## config.mk

```make
export PLATFORM = sky130hd
export DESIGN_NAME = depth_row_angle_binner
export DESIGN_NICKNAME = d
export VERILOG_FILES = /design/src/sv/drab_pkg.sv /design/src/sv/drab_front.sv /design/src/sv/drab_queue.sv /design/src/sv/drab_back.sv /design/src/sv/depth_row_angle_binner.sv
export SDC_FILE = /design/constraint.sdc
export NUM_CORES = 2
export LEC_CHECK = 0
export BUFFER_PORTS_ARGS = -buffer_cell sky130_fd_sc_hd__buf_2
export CAP_MARGIN = 20
export CORE_UTILIZATION = 31
export DETAILED_ROUTE_END_ITERATION = 10
export MAX_ROUTING_LAYER = met4
export PLACE_DENSITY = 0.41
export REMOVE_ABC_BUFFERS = 1
export SLEW_MARGIN = 40
export SYNTH_ARGS = -nofsm -noshare
export SYNTH_HDL_FRONTEND = slang
export SYNTH_SLANG_ARGS = --single-unit
```

## constraint.sdc

```tcl
create_clock -name aclk -period 18 [get_ports aclk]
set_input_delay 0.9 -clock aclk [delete_from_list [all_inputs] [get_ports aclk]]
set_output_delay 0.9 -clock aclk [all_outputs]
set_load 0.1 [all_outputs]
```

## src/sv/drab_pkg.sv

```systemverilog
// ----------------------------------------------------------------------------
// drab_pkg
// Shared types and constants for the depth row angle binner.
// ----------------------------------------------------------------------------
package drab_pkg;

    localparam int ROW_WIDTH    = 640;
    localparam int COL_W        = 10;
    localparam int CORDIC_STEPS = 28;
    localparam int SQRT_STEPS   = 25;
    localparam int DIV_STEPS    = 42;
    localparam int QUEUE_DEPTH  = 2;

    localparam logic [9:0]  CENTER_RESET = 10'd320;
    localparam logic [15:0] FOCAL_RESET  = 16'd24407;
    localparam logic [6:0]  BEARING_MAX  = 7'd90;
    localparam logic [15:0] RANGE_SAT    = 16'hFFFF;

    localparam logic [2:0] ADDR_CENTER = 3'd0;
    localparam logic [2:0] ADDR_FOCAL  = 3'd4;

    typedef struct packed {
        logic [15:0]      depth;
        logic [COL_W-1:0] col;
        logic             neg;
        logic [COL_W-1:0] mag;
    } item_t;

    function automatic logic [29:0] atan_q24(input logic [4:0] idx);
        logic [29:0] v;
        unique case (idx)
            5'd0:  v = 30'd754974720;
            5'd1:  v = 30'd445687602;
            5'd2:  v = 30'd235489088;
            5'd3:  v = 30'd119537938;
            5'd4:  v = 30'd60000934;
            5'd5:  v = 30'd30029717;
            5'd6:  v = 30'd15018523;
            5'd7:  v = 30'd7509720;
            5'd8:  v = 30'd3754917;
            5'd9:  v = 30'd1877466;
            5'd10: v = 30'd938734;
            5'd11: v = 30'd469367;
            5'd12: v = 30'd234684;
            5'd13: v = 30'd117342;
            5'd14: v = 30'd58671;
            5'd15: v = 30'd29335;
            5'd16: v = 30'd14668;
            5'd17: v = 30'd7334;
            5'd18: v = 30'd3667;
            5'd19: v = 30'd1833;
            5'd20: v = 30'd917;
            5'd21: v = 30'd458;
            5'd22: v = 30'd229;
            5'd23: v = 30'd115;
            5'd24: v = 30'd57;
            5'd25: v = 30'd29;
            5'd26: v = 30'd14;
            5'd27: v = 30'd7;
            default: v = 30'd0;
        endcase
        return v;
    endfunction

endpackage

```

## src/sv/drab_front.sv

```systemverilog
// ----------------------------------------------------------------------------
// drab_front
// Accepts depth pixels, tracks the column and classifies each pixel by its
// offset from the optical center.
// ----------------------------------------------------------------------------
module drab_front (
    input  logic                     aclk,
    input  logic                     aresetn,
    input  logic [drab_pkg::COL_W-1:0] center,
    input  logic                     s_tvalid,
    output logic                     s_tready,
    input  logic [15:0]              s_tdata,   // depth_mm
    output logic                     push,
    input  logic                     push_ready,
    output drab_pkg::item_t          push_item
);

    logic [drab_pkg::COL_W-1:0] column_index_reg;
    logic [drab_pkg::COL_W-1:0] column_index_next;

    assign s_tready = push_ready;
    assign push     = s_tvalid && push_ready;

    always_comb begin
        push_item.depth = s_tdata;
        push_item.col   = column_index_reg;
        push_item.neg   = column_index_reg < center;
        push_item.mag   = push_item.neg ? center - column_index_reg
                                        : column_index_reg - center;
    end

    always_comb begin
        column_index_next = column_index_reg;
        if (push) begin
            if ({1'b0, column_index_reg} >= (drab_pkg::COL_W+1)'(drab_pkg::ROW_WIDTH - 1)) begin
                column_index_next = '0;
            end else begin
                column_index_next = column_index_reg + 1'b1;
            end
        end
    end

    always_ff @(posedge aclk) begin
        if (!aresetn) begin
            column_index_reg <= '0;
        end else begin
            column_index_reg <= column_index_next;
        end
    end

endmodule

```

## src/sv/drab_queue.sv

```systemverilog
// ----------------------------------------------------------------------------
// drab_queue
// Short queue of classified pixels between the front and the back.
// ----------------------------------------------------------------------------
module drab_queue (
    input  logic            aclk,
    input  logic            aresetn,
    input  logic            push,
    output logic            push_ready,
    input  drab_pkg::item_t push_item,
    input  logic            pop,
    output logic            pop_valid,
    output drab_pkg::item_t pop_item
);

    drab_pkg::item_t mem [drab_pkg::QUEUE_DEPTH];
    logic       wr_ptr_reg, wr_ptr_next;
    logic       rd_ptr_reg, rd_ptr_next;
    logic [1:0] count_reg, count_next;

    assign push_ready = count_reg != 2'(drab_pkg::QUEUE_DEPTH);
    assign pop_valid  = count_reg != 2'd0;
    assign pop_item   = mem[rd_ptr_reg];

    always_comb begin
        wr_ptr_next = push ? ~wr_ptr_reg : wr_ptr_reg;
        rd_ptr_next = pop ? ~rd_ptr_reg : rd_ptr_reg;
        count_next  = count_reg + {1'b0, push} - {1'b0, pop};
    end

    always_ff @(posedge aclk) begin
        if (push) begin
            mem[wr_ptr_reg] <= push_item;
        end
    end

    always_ff @(posedge aclk) begin
        if (!aresetn) begin
            wr_ptr_reg <= 1'b0;
            rd_ptr_reg <= 1'b0;
            count_reg  <= 2'd0;
        end else begin
            wr_ptr_reg <= wr_ptr_next;
            rd_ptr_reg <= rd_ptr_next;
            count_reg  <= count_next;
        end
    end

endmodule

```

## src/sv/drab_back.sv

```systemverilog
// ----------------------------------------------------------------------------
// drab_back
// Per-pixel bearing (cordic), slant range (square root and division) and
// bearing bin accumulation with mean output.
// ----------------------------------------------------------------------------
module drab_back (
    input  logic                       aclk,
    input  logic                       aresetn,
    input  logic [15:0]                focal,
    input  logic                       pop_valid,
    output logic                       pop,
    input  drab_pkg::item_t            pop_item,
    output logic                       m_tvalid,
    input  logic                       m_tready,
    output logic [23:0]                m_tdata    // mean_range_mm, bearing_deg
);

    typedef enum logic [8:0] {
        ST_IDLE = 9'b000000001,
        ST_MUL  = 9'b000000010,
        ST_ADD  = 9'b000000100,
        ST_SQRT = 9'b000001000,
        ST_RMUL = 9'b000010000,
        ST_RDIV = 9'b000100000,
        ST_BIN  = 9'b001000000,
        ST_MDIV = 9'b010000000,
        ST_OUT  = 9'b100000000
    } state_t;

    state_t state_reg, state_next;

    logic [15:0]                depth_reg, depth_next;
    logic [drab_pkg::COL_W-1:0] col_reg, col_next;
    logic                       neg_reg, neg_next;
    logic [drab_pkg::COL_W-1:0] mag_reg, mag_next;

    logic signed [39:0] x_reg, x_next;
    logic signed [39:0] y_reg, y_next;
    logic signed [33:0] z_reg, z_next;
    logic [4:0]         ci_reg, ci_next;

    logic [31:0] ff_reg, ff_next;
    logic [31:0] dd_reg, dd_next;
    logic [48:0] v_reg, v_next;
    logic [48:0] r_reg, r_next;
    logic [4:0]  k_reg, k_next;

    logic [41:0] num_reg, num_next;
    logic [23:0] rem_reg, rem_next;
    logic [23:0] div_reg, div_next;
    logic [5:0]  dcnt_reg, dcnt_next;

    logic [7:0]  cur_bearing_reg, cur_bearing_next;
    logic [26:0] range_sum_reg, range_sum_next;
    logic [10:0] group_count_reg, group_count_next;
    logic [7:0]  bin_bearing_reg, bin_bearing_next;

    logic        out_valid_reg, out_valid_next;
    logic [15:0] out_mean_reg, out_mean_next;
    logic [7:0]  out_bearing_reg, out_bearing_next;

    logic [15:0]        f_eff;
    logic [15:0]        d64;
    logic signed [39:0] xs, ys, y_abs;
    logic [48:0]        sq_bit, sq_trial;
    logic [24:0]        trial, rem_sub;
    logic               ge;
    logic [33:0]        z_clip, z_round;
    logic [9:0]         b_mag;
    logic [6:0]         b_clamp;
    logic [7:0]         bearing;
    logic [15:0]        rng;
    logic [10:0]        cnt_eff;
    logic [40:0]        rmul;

    assign m_tvalid = out_valid_reg;
    assign m_tdata  = {out_bearing_reg, out_mean_reg};

    always_comb begin
        f_eff    = (focal == 16'd0) ? 16'd1 : focal;
        d64      = {mag_reg, 6'b0};
        xs       = x_reg >>> ci_reg;
        y_abs    = -y_reg;
        ys       = y_reg[39] ? -(y_abs >>> ci_reg) : (y_reg >>> ci_reg);
        sq_bit   = 49'd1 << {k_reg, 1'b0};
        sq_trial = r_reg + sq_bit;
        trial    = {rem_reg, num_reg[41]};
        ge       = trial >= {1'b0, div_reg};
        rem_sub  = trial - {1'b0, div_reg};
        z_clip   = z_reg[33] ? 34'd0 : z_reg;
        z_round  = z_clip + 34'd8388608;
        b_mag    = z_round[33:24];
        b_clamp  = (b_mag > {3'b0, drab_pkg::BEARING_MAX}) ? drab_pkg::BEARING_MAX
                                                           : b_mag[6:0];
        bearing  = neg_reg ? -{1'b0, b_clamp} : {1'b0, b_clamp};
        rng      = (num_reg[41:16] != 26'd0) ? drab_pkg::RANGE_SAT : num_reg[15:0];
        cnt_eff  = (group_count_reg == 11'd0) ? 11'd1 : group_count_reg;
        rmul     = depth_reg * r_reg[24:0];
    end

    always_comb begin
        state_next       = state_reg;
        depth_next       = depth_reg;
        col_next         = col_reg;
        neg_next         = neg_reg;
        mag_next         = mag_reg;
        x_next           = x_reg;
        y_next           = y_reg;
        z_next           = z_reg;
        ci_next          = ci_reg;
        ff_next          = ff_reg;
        dd_next          = dd_reg;
        v_next           = v_reg;
        r_next           = r_reg;
        k_next           = k_reg;
        num_next         = num_reg;
        rem_next         = rem_reg;
        div_next         = div_reg;
        dcnt_next        = dcnt_reg;
        cur_bearing_next = cur_bearing_reg;
        range_sum_next   = range_sum_reg;
        group_count_next = group_count_reg;
        bin_bearing_next = bin_bearing_reg;
        out_valid_next   = out_valid_reg;
        out_mean_next    = out_mean_reg;
        out_bearing_next = out_bearing_reg;
        pop              = 1'b0;

        if (out_valid_reg && m_tready) begin
            out_valid_next = 1'b0;
        end

        // cordic vectoring runs alongside the range path
        if ({1'b0, ci_reg} < 6'(drab_pkg::CORDIC_STEPS)) begin
            if (!y_reg[39]) begin
                x_next = x_reg + ys;
                y_next = y_reg - xs;
                z_next = z_reg + 34'(drab_pkg::atan_q24(ci_reg));
            end else begin
                x_next = x_reg - ys;
                y_next = y_reg + xs;
                z_next = z_reg - 34'(drab_pkg::atan_q24(ci_reg));
            end
            ci_next = ci_reg + 1'b1;
        end

        unique case (state_reg)
            ST_IDLE: begin
                if (pop_valid) begin
                    pop        = 1'b1;
                    depth_next = pop_item.depth;
                    col_next   = pop_item.col;
                    neg_next   = pop_item.neg;
                    mag_next   = pop_item.mag;
                    x_next     = 40'({f_eff, 20'b0});
                    y_next     = 40'({pop_item.mag, 26'b0});
                    z_next     = '0;
                    ci_next    = '0;
                    state_next = ST_MUL;
                end
            end
            ST_MUL: begin
                ff_next    = f_eff * f_eff;
                dd_next    = d64 * d64;
                state_next = ST_ADD;
            end
            ST_ADD: begin
                v_next     = {({1'b0, ff_reg} + {1'b0, dd_reg}), 16'b0};
                r_next     = '0;
                k_next     = 5'(drab_pkg::SQRT_STEPS - 1);
                state_next = ST_SQRT;
            end
            ST_SQRT: begin
                if (v_reg >= sq_trial) begin
                    v_next = v_reg - sq_trial;
                    r_next = (r_reg >> 1) + sq_bit;
                end else begin
                    r_next = r_reg >> 1;
                end
                k_next = k_reg - 1'b1;
                if (k_reg == 5'd0) begin
                    state_next = ST_RMUL;
                end
            end
            ST_RMUL: begin
                num_next   = {1'b0, rmul} + 42'({f_eff, 7'b0});
                div_next   = {f_eff, 8'b0};
                rem_next   = '0;
                dcnt_next  = '0;
                state_next = ST_RDIV;
            end
            ST_RDIV: begin
                rem_next  = ge ? rem_sub[23:0] : trial[23:0];
                num_next  = {num_reg[40:0], ge};
                dcnt_next = dcnt_reg + 1'b1;
                if (dcnt_reg == 6'(drab_pkg::DIV_STEPS - 1)) begin
                    state_next = ST_BIN;
                end
            end
            ST_BIN: begin
                if ({1'b0, ci_reg} == 6'(drab_pkg::CORDIC_STEPS)) begin
                    cur_bearing_next = bearing;
                    if (col_reg == '0) begin
                        range_sum_next   = 27'(rng);
                        group_count_next = 11'd1;
                        state_next       = ST_IDLE;
                    end else if (bearing == cur_bearing_reg) begin
                        range_sum_next   = range_sum_reg + 27'(rng);
                        group_count_next = group_count_reg + 1'b1;
                        state_next       = ST_IDLE;
                    end else begin
                        num_next         = 42'({1'b0, range_sum_reg} +
                                               28'(cnt_eff >> 1));
                        div_next         = 24'(cnt_eff);
                        rem_next         = '0;
                        dcnt_next        = '0;
                        bin_bearing_next = cur_bearing_reg;
                        range_sum_next   = 27'(rng);
                        group_count_next = 11'd1;
                        state_next       = ST_MDIV;
                    end
                end
            end
            ST_MDIV: begin
                rem_next  = ge ? rem_sub[23:0] : trial[23:0];
                num_next  = {num_reg[40:0], ge};
                dcnt_next = dcnt_reg + 1'b1;
                if (dcnt_reg == 6'(drab_pkg::DIV_STEPS - 1)) begin
                    state_next = ST_OUT;
                end
            end
            ST_OUT: begin
                if (!out_valid_reg || m_tready) begin
                    out_valid_next   = 1'b1;
                    out_mean_next    = rng;
                    out_bearing_next = bin_bearing_reg;
                    state_next       = ST_IDLE;
                end
            end
            default: begin
                state_next = ST_IDLE;
            end
        endcase
    end

    always_ff @(posedge aclk) begin
        depth_reg       <= depth_next;
        col_reg         <= col_next;
        neg_reg         <= neg_next;
        mag_reg         <= mag_next;
        x_reg           <= x_next;
        y_reg           <= y_next;
        z_reg           <= z_next;
        ff_reg          <= ff_next;
        dd_reg          <= dd_next;
        v_reg           <= v_next;
        r_reg           <= r_next;
        k_reg           <= k_next;
        num_reg         <= num_next;
        rem_reg         <= rem_next;
        div_reg         <= div_next;
        dcnt_reg        <= dcnt_next;
        bin_bearing_reg <= bin_bearing_next;
        out_mean_reg    <= out_mean_next;
        out_bearing_reg <= out_bearing_next;
    end

    always_ff @(posedge aclk) begin
        if (!aresetn) begin
            state_reg       <= ST_IDLE;
            ci_reg          <= 5'(drab_pkg::CORDIC_STEPS);
            cur_bearing_reg <= '0;
            range_sum_reg   <= '0;
            group_count_reg <= 11'd1;
            out_valid_reg   <= 1'b0;
        end else begin
            state_reg       <= state_next;
            ci_reg          <= ci_next;
            cur_bearing_reg <= cur_bearing_next;
            range_sum_reg   <= range_sum_next;
            group_count_reg <= group_count_next;
            out_valid_reg   <= out_valid_next;
        end
    end

    // a bin always holds at least one pixel
    a_count_nonzero: assert property (@(posedge aclk) disable iff (!aresetn)
        group_count_reg != 11'd0)
        else $error("group count zero");

    // divider remainder stays below the divisor
    a_rem_below_div: assert property (@(posedge aclk) disable iff (!aresetn)
        (state_reg == ST_RDIV || state_reg == ST_MDIV) |-> rem_reg < div_reg)
        else $error("divider remainder out of range");

    // a bin mean never needs saturation
    a_mean_fits: assert property (@(posedge aclk) disable iff (!aresetn)
        (state_reg == ST_OUT) |-> num_reg[41:16] == 26'd0)
        else $error("mean exceeds 16 bits");

endmodule

```

## src/sv/depth_row_angle_binner.sv

```systemverilog
// ----------------------------------------------------------------------------
// depth_row_angle_binner
// Bins a row of depth pixels by whole-degree bearing and emits mean ranges.
// ----------------------------------------------------------------------------
// Each depth pixel passes through the back end as a 25-step square root and a
// 42-step restoring divider for the slant range, with the 28-step cordic run
// alongside; a pixel that closes a bearing bin also runs the mean division
// through the same divider. The front end takes a transfer whenever the
// two-entry queue has room.
module depth_row_angle_binner (
    input  logic        aclk,
    input  logic        aresetn,
    input  logic        psel,
    input  logic        penable,
    input  logic        pwrite,
    input  logic [2:0]  paddr,
    input  logic [31:0] pwdata,
    output logic [31:0] prdata,
    output logic        pready,
    input  logic        s_tvalid,
    output logic        s_tready,
    input  logic [15:0] s_tdata,    // depth_mm
    output logic        m_tvalid,
    input  logic        m_tready,
    output logic [23:0] m_tdata     // mean_range_mm, bearing_deg
);

    logic [9:0]  center_reg, center_next;
    logic [15:0] focal_reg, focal_next;
    logic        cfg_wr;

    logic            push, push_ready, pop, pop_valid;
    drab_pkg::item_t push_item, pop_item;

    assign pready = 1'b1;
    assign cfg_wr = psel && penable && pwrite && pready;

    always_comb begin
        center_next = center_reg;
        focal_next  = focal_reg;
        if (cfg_wr && paddr == drab_pkg::ADDR_CENTER) begin
            center_next = pwdata[9:0];
        end
        if (cfg_wr && paddr == drab_pkg::ADDR_FOCAL) begin
            focal_next = pwdata[15:0];
        end
    end

    always_comb begin
        priority if (paddr == drab_pkg::ADDR_CENTER) begin
            prdata = {22'b0, center_reg};
        end else if (paddr == drab_pkg::ADDR_FOCAL) begin
            prdata = {16'b0, focal_reg};
        end else begin
            prdata = '0;
        end
    end

    always_ff @(posedge aclk) begin
        if (!aresetn) begin
            center_reg <= drab_pkg::CENTER_RESET;
            focal_reg  <= drab_pkg::FOCAL_RESET;
        end else begin
            center_reg <= center_next;
            focal_reg  <= focal_next;
        end
    end

    drab_front u_front (
        .aclk       (aclk),
        .aresetn    (aresetn),
        .center     (center_reg),
        .s_tvalid   (s_tvalid),
        .s_tready   (s_tready),
        .s_tdata    (s_tdata),
        .push       (push),
        .push_ready (push_ready),
        .push_item  (push_item)
    );

    drab_queue u_queue (
        .aclk       (aclk),
        .aresetn    (aresetn),
        .push       (push),
        .push_ready (push_ready),
        .push_item  (push_item),
        .pop        (pop),
        .pop_valid  (pop_valid),
        .pop_item   (pop_item)
    );

    drab_back u_back (
        .aclk      (aclk),
        .aresetn   (aresetn),
        .focal     (focal_reg),
        .pop_valid (pop_valid),
        .pop       (pop),
        .pop_item  (pop_item),
        .m_tvalid  (m_tvalid),
        .m_tready  (m_tready),
        .m_tdata   (m_tdata)
    );

endmodule

```

==> impl_metrics.prom <==
# TYPE chip_impl_metric gauge
chip_impl_info{name="outcome",value="complete, no violations"} 1
chip_impl_metric{name="ctsLongestPathBuffers",unit=""} 3
chip_impl_metric{name="register_clock_pin_slew_on_the_reported_worst_setup_and_hold_paths",unit="ns"} 0.06
chip_impl_metric{name="via_count",unit=""} 62400
chip_impl_metric{name="drtIter0Drc",unit=""} 4311
chip_impl_metric{name="syn2layout_area_growth",unit="%"} 9.05
chip_impl_metric{name="num-nets-final",unit=""} 9770
chip_impl_metric{name="report.final.setup_viol",unit=""} 0
chip_impl_info{name="crit_path_end_kind",value="register"} 1
chip_impl_metric{name="final_design_area_no_fill",unit="µm²"} 81600
chip_impl_metric{name="regArea",unit="µm²"} 16700
chip_impl_metric{name="cts_setup_buffers",unit=""} 0
chip_impl_metric{name="synth.avg_cell_area",unit="µm²"} 8.56
chip_impl_metric{name="largest_register_ffs",unit=""} 74
chip_impl_info{name="yosys-top-cells-area",value="edfxtp_1, fa_1, ha_1"} 1
chip_impl_info{name="cts_tree",value="built"} 1
chip_impl_metric{name="critical_path.max_fanout",unit=""} 15
chip_impl_metric{name="htree_num_levels",unit=""} 3
chip_impl_metric{name="fillerInstances",unit=""} 24800
chip_impl_metric{name="synth_sequential_area_ratio",unit=""} 0.223
chip_impl_metric{name="synth_enable_flop_cells",unit=""} 392
chip_impl_metric{name="grt_first_pass_wirelength",unit="mm"} 387
chip_impl_metric{name="cts_resized",unit=""} 0
chip_impl_metric{name="chipWidth",unit="µm"} 493
chip_impl_info{name="timing_worst_setup_path_type",value="register to register"} 1
chip_impl_metric{name="post_layout_nonfiller_instances",unit=""} 11800
chip_impl_metric{name="maxClockFrequency",unit="GHz"} 0.0951
chip_impl_info{name="post_synth_top_flop",value="edfxtp_1"} 1
chip_impl_metric{name="timing.setup.tns",unit="ns"} 0
chip_impl_metric{name="pwr_density_cell",unit="nW/µm²"} 196
chip_impl_metric{name="cp.required",unit="ns"} 18.61
chip_impl_metric{name="ant_nets",unit=""} 0
chip_impl_metric{name="finClkSkew",unit="ns"} 0.0267
chip_impl_metric{name="tritoncts.num_buffers",unit=""} 87
chip_impl_metric{name="post_synth_inst_count",unit=""} 8737
chip_impl_info{name="root_buffer",value="clkbuf_16"} 1
chip_impl_metric{name="multi_input_comb_area",unit="µm²"} 53300
chip_impl_metric{name="numPlacedInstances",unit=""} 11600
chip_impl_metric{name="rows",unit=""} 179
chip_impl_metric{name="drt_first_pass_iters",unit=""} 6
chip_impl_metric{name="grt_max_degree",unit=""} 75
chip_impl_metric{name="antenna_found_initial",unit=""} 13
chip_impl_metric{name="p_leak",unit="nW"} 33.4
chip_impl_metric{name="design.portCount",unit=""} 117
chip_impl_info{name="layout_common_cells",value="nand2_1, inv_1, nor2_1"} 1
chip_impl_metric{name="dieArea",unit="µm²"} 243000
chip_impl_info{name="layout.cells.most_common",value="nand2_1"} 1
chip_impl_metric{name="numPortBuffers",unit=""} 83
chip_impl_metric{name="cap_viol_max_count",unit=""} 0
chip_impl_metric{name="max_stage_delay",unit="ns"} 0.81
chip_impl_metric{name="mappedNetlistArea",unit="µm²"} 74800
chip_impl_metric{name="detail_route.vias_per_cell",unit=""} 5.28
chip_impl_metric{name="clock_sinks",unit=""} 638
chip_impl_metric{name="clock_latency",unit="ns"} 0.71
chip_impl_metric{name="slew-limit-headroom",unit=""} 0.318
chip_impl_info{name="post-synth-top-area-cell",value="edfxtp_1"} 1
chip_impl_metric{name="timing_max_transition_violations_final",unit=""} 0
chip_impl_metric{name="post_dp_cell_area",unit="µm²"} 78600
chip_impl_metric{name="synth.lib_cells_used.distinct",unit=""} 110
chip_impl_metric{name="layout_worst_path_cycle_share",unit=""} 0.584
chip_impl_metric{name="die_h",unit="µm"} 493
chip_impl_metric{name="hold_buffers",unit=""} 0
chip_impl_info{name="timing.critical_path.from_type",value="register"} 1
chip_impl_metric{name="final_layout_size_suffix_gt1_frac",unit=""} 0.0771
chip_impl_metric{name="initial_core_util",unit=""} 0.313
chip_impl_metric{name="placeableCoreArea",unit="µm²"} 239000
chip_impl_info{name="timing.critical_path.slowest_stage_cell",value="or4_1"} 1
chip_impl_info{name="holdCritPathClass",value="input pin to register"} 1
chip_impl_metric{name="globalplace.congestion",unit=""} 0.931
chip_impl_metric{name="design_power_total",unit="W"} 0.0160
chip_impl_metric{name="vdd_ir_drop_max",unit="mV"} 0.225
chip_impl_metric{name="grtUsageTotal",unit=""} 0.212
chip_impl_metric{name="routed_wire_length_per_instance",unit="µm"} 21.4
chip_impl_metric{name="synth-async-reset-ratio",unit=""} 0
chip_impl_metric{name="dp_hpwl",unit="mm"} 197
chip_impl_metric{name="timing.final.crit_period",unit="ns"} 10.52
chip_impl_metric{name="post-synth-top-area-fraction",unit=""} 0.157
chip_impl_metric{name="gr-total-overflow",unit=""} 0
chip_impl_metric{name="hold_ws",unit="ns"} 0.382
chip_impl_metric{name="ys_seq_elements",unit=""} 638
chip_impl_metric{name="grt_pass1_vias",unit=""} 62400
chip_impl_metric{name="hold_violations",unit=""} 0
chip_impl_metric{name="synth_warnings",unit=""} 0
chip_impl_metric{name="arrival",unit="ns"} 11.13
chip_impl_info{name="setup_repair_after_global_routing_missed_its_margin",value="no"} 1
chip_impl_metric{name="route.final.wire_length",unit="mm"} 253
chip_impl_metric{name="max_slew.worst_pin.slew",unit="ns"} 1.01
chip_impl_metric{name="drc",unit=""} 0
cell families (layout without fill, tap and decap cells):
group	count (synthesis)	in the layout	synth area share
xor gates and xnor gates	549	549	0.0643
and+or+nand+nor	2995	2995	0.188
muxes	303	303	0.0531
buffers and inverters	1326	1207	0.0683
adders and majority gates	1151	1151	0.248
other	2	26	0.000100
DFF	638	638	0.223
AOI/OAI and AO/OA	1773	1773	0.155
cell usage after synthesis (all sizes together) (17+ instances only):
cell / n
xor2: 192
o21a: 70
ha: 595
fa: 556
mux4: 67
o41ai: 18
and2: 231
o221ai: 21
nor4: 73
a211o: 17
nand4: 51
a21oi: 489
o21ai: 380
nor3: 183
a31o: 34
a21boi: 45
a31oi: 94
mux2: 80
inv: 818
o211ai: 51
nand2: 1113
o211a: 23
a22oi: 29
buf: 115
or4: 25
o21bai: 83
edfxtp: 392
nand3: 146
nor2b: 94
a211oi: 111
nor2: 718
or3: 88
clkbuf: 387
o31ai: 34
dfxtp: 246
mux2i: 156
nor3b: 27
xnor2: 357
nand2b: 74
or2: 41
a21o: 91
and3: 72
path summary, 6_finish.rpt:
| kind | startpoint | cells after the start | endpoint | slack (ns) |
|---|---|---|---|---|
| max | u_back.y_reg[21] | 35 | u_back.x_reg[39] | 7.48 |
| min | s_tdata[13] | 1 | u_queue.mem[1][34] | 0.38 |
| max reg2reg | u_back.y_reg[21] | 35 | u_back.x_reg[39] | 7.48 |
| min reg2reg | u_back.bin_bearing_reg[6] | 0 | u_back.out_bearing_reg[6] | 0.42 |
worst max-delay path, delay by kind of cell, from the launching register on:
family,cells,cell delay (ns)
flip-flops,1,0.48
AO/OA/AOI/OAI,16,4.66
adder cells (fa/ha/maj),3,0.83
multiplexers,2,0.63
AND/OR/NAND/NOR,13,3.67
XOR/XNOR,1,0.13
power by group:
part / switching, W / internal [W]
clock: 0.000740 / 0.00108
sequential: 0.000432 / 0.00210
combinational: 0.00696 / 0.00464
total: 0.00813 / 0.00782
routing by layer:
layer / up-vias / wire (µm) / track usage
met5: - / 0 / -
met4: 0 / 6200 / 0.0519
met3: 263 / 11300 / 0.0201
met2: 1364 / 114000 / 0.335
met1: 31000 / 121000 / 0.291
li1: 29800 / - / -
through the flow:
step | util | setup WS, ns
2_1_floorplan | - | 4.19
3_3_place_gp | 0.328 | 7.66
3_5_place_dp | 0.329 | 7.61
4_1_cts | 0.341 | 7.58
5_1_grt | 0.341 | 6.61
6_report | 0.341 | 7.48
cell type report:
class / instances / area share
clock inverters: 49 / 0.00716
multi-input cells: 6788 / 0.653
diodes: 9 / 0.000276
well taps: 3167 / 0.0486
inverters: 824 / 0.0379
repair buffers: 222 / 0.0192
flip-flops and latches: 638 / 0.205
clock buffers: 112 / 0.0288
No activity file was read; power rests on OpenSTA's default activity.
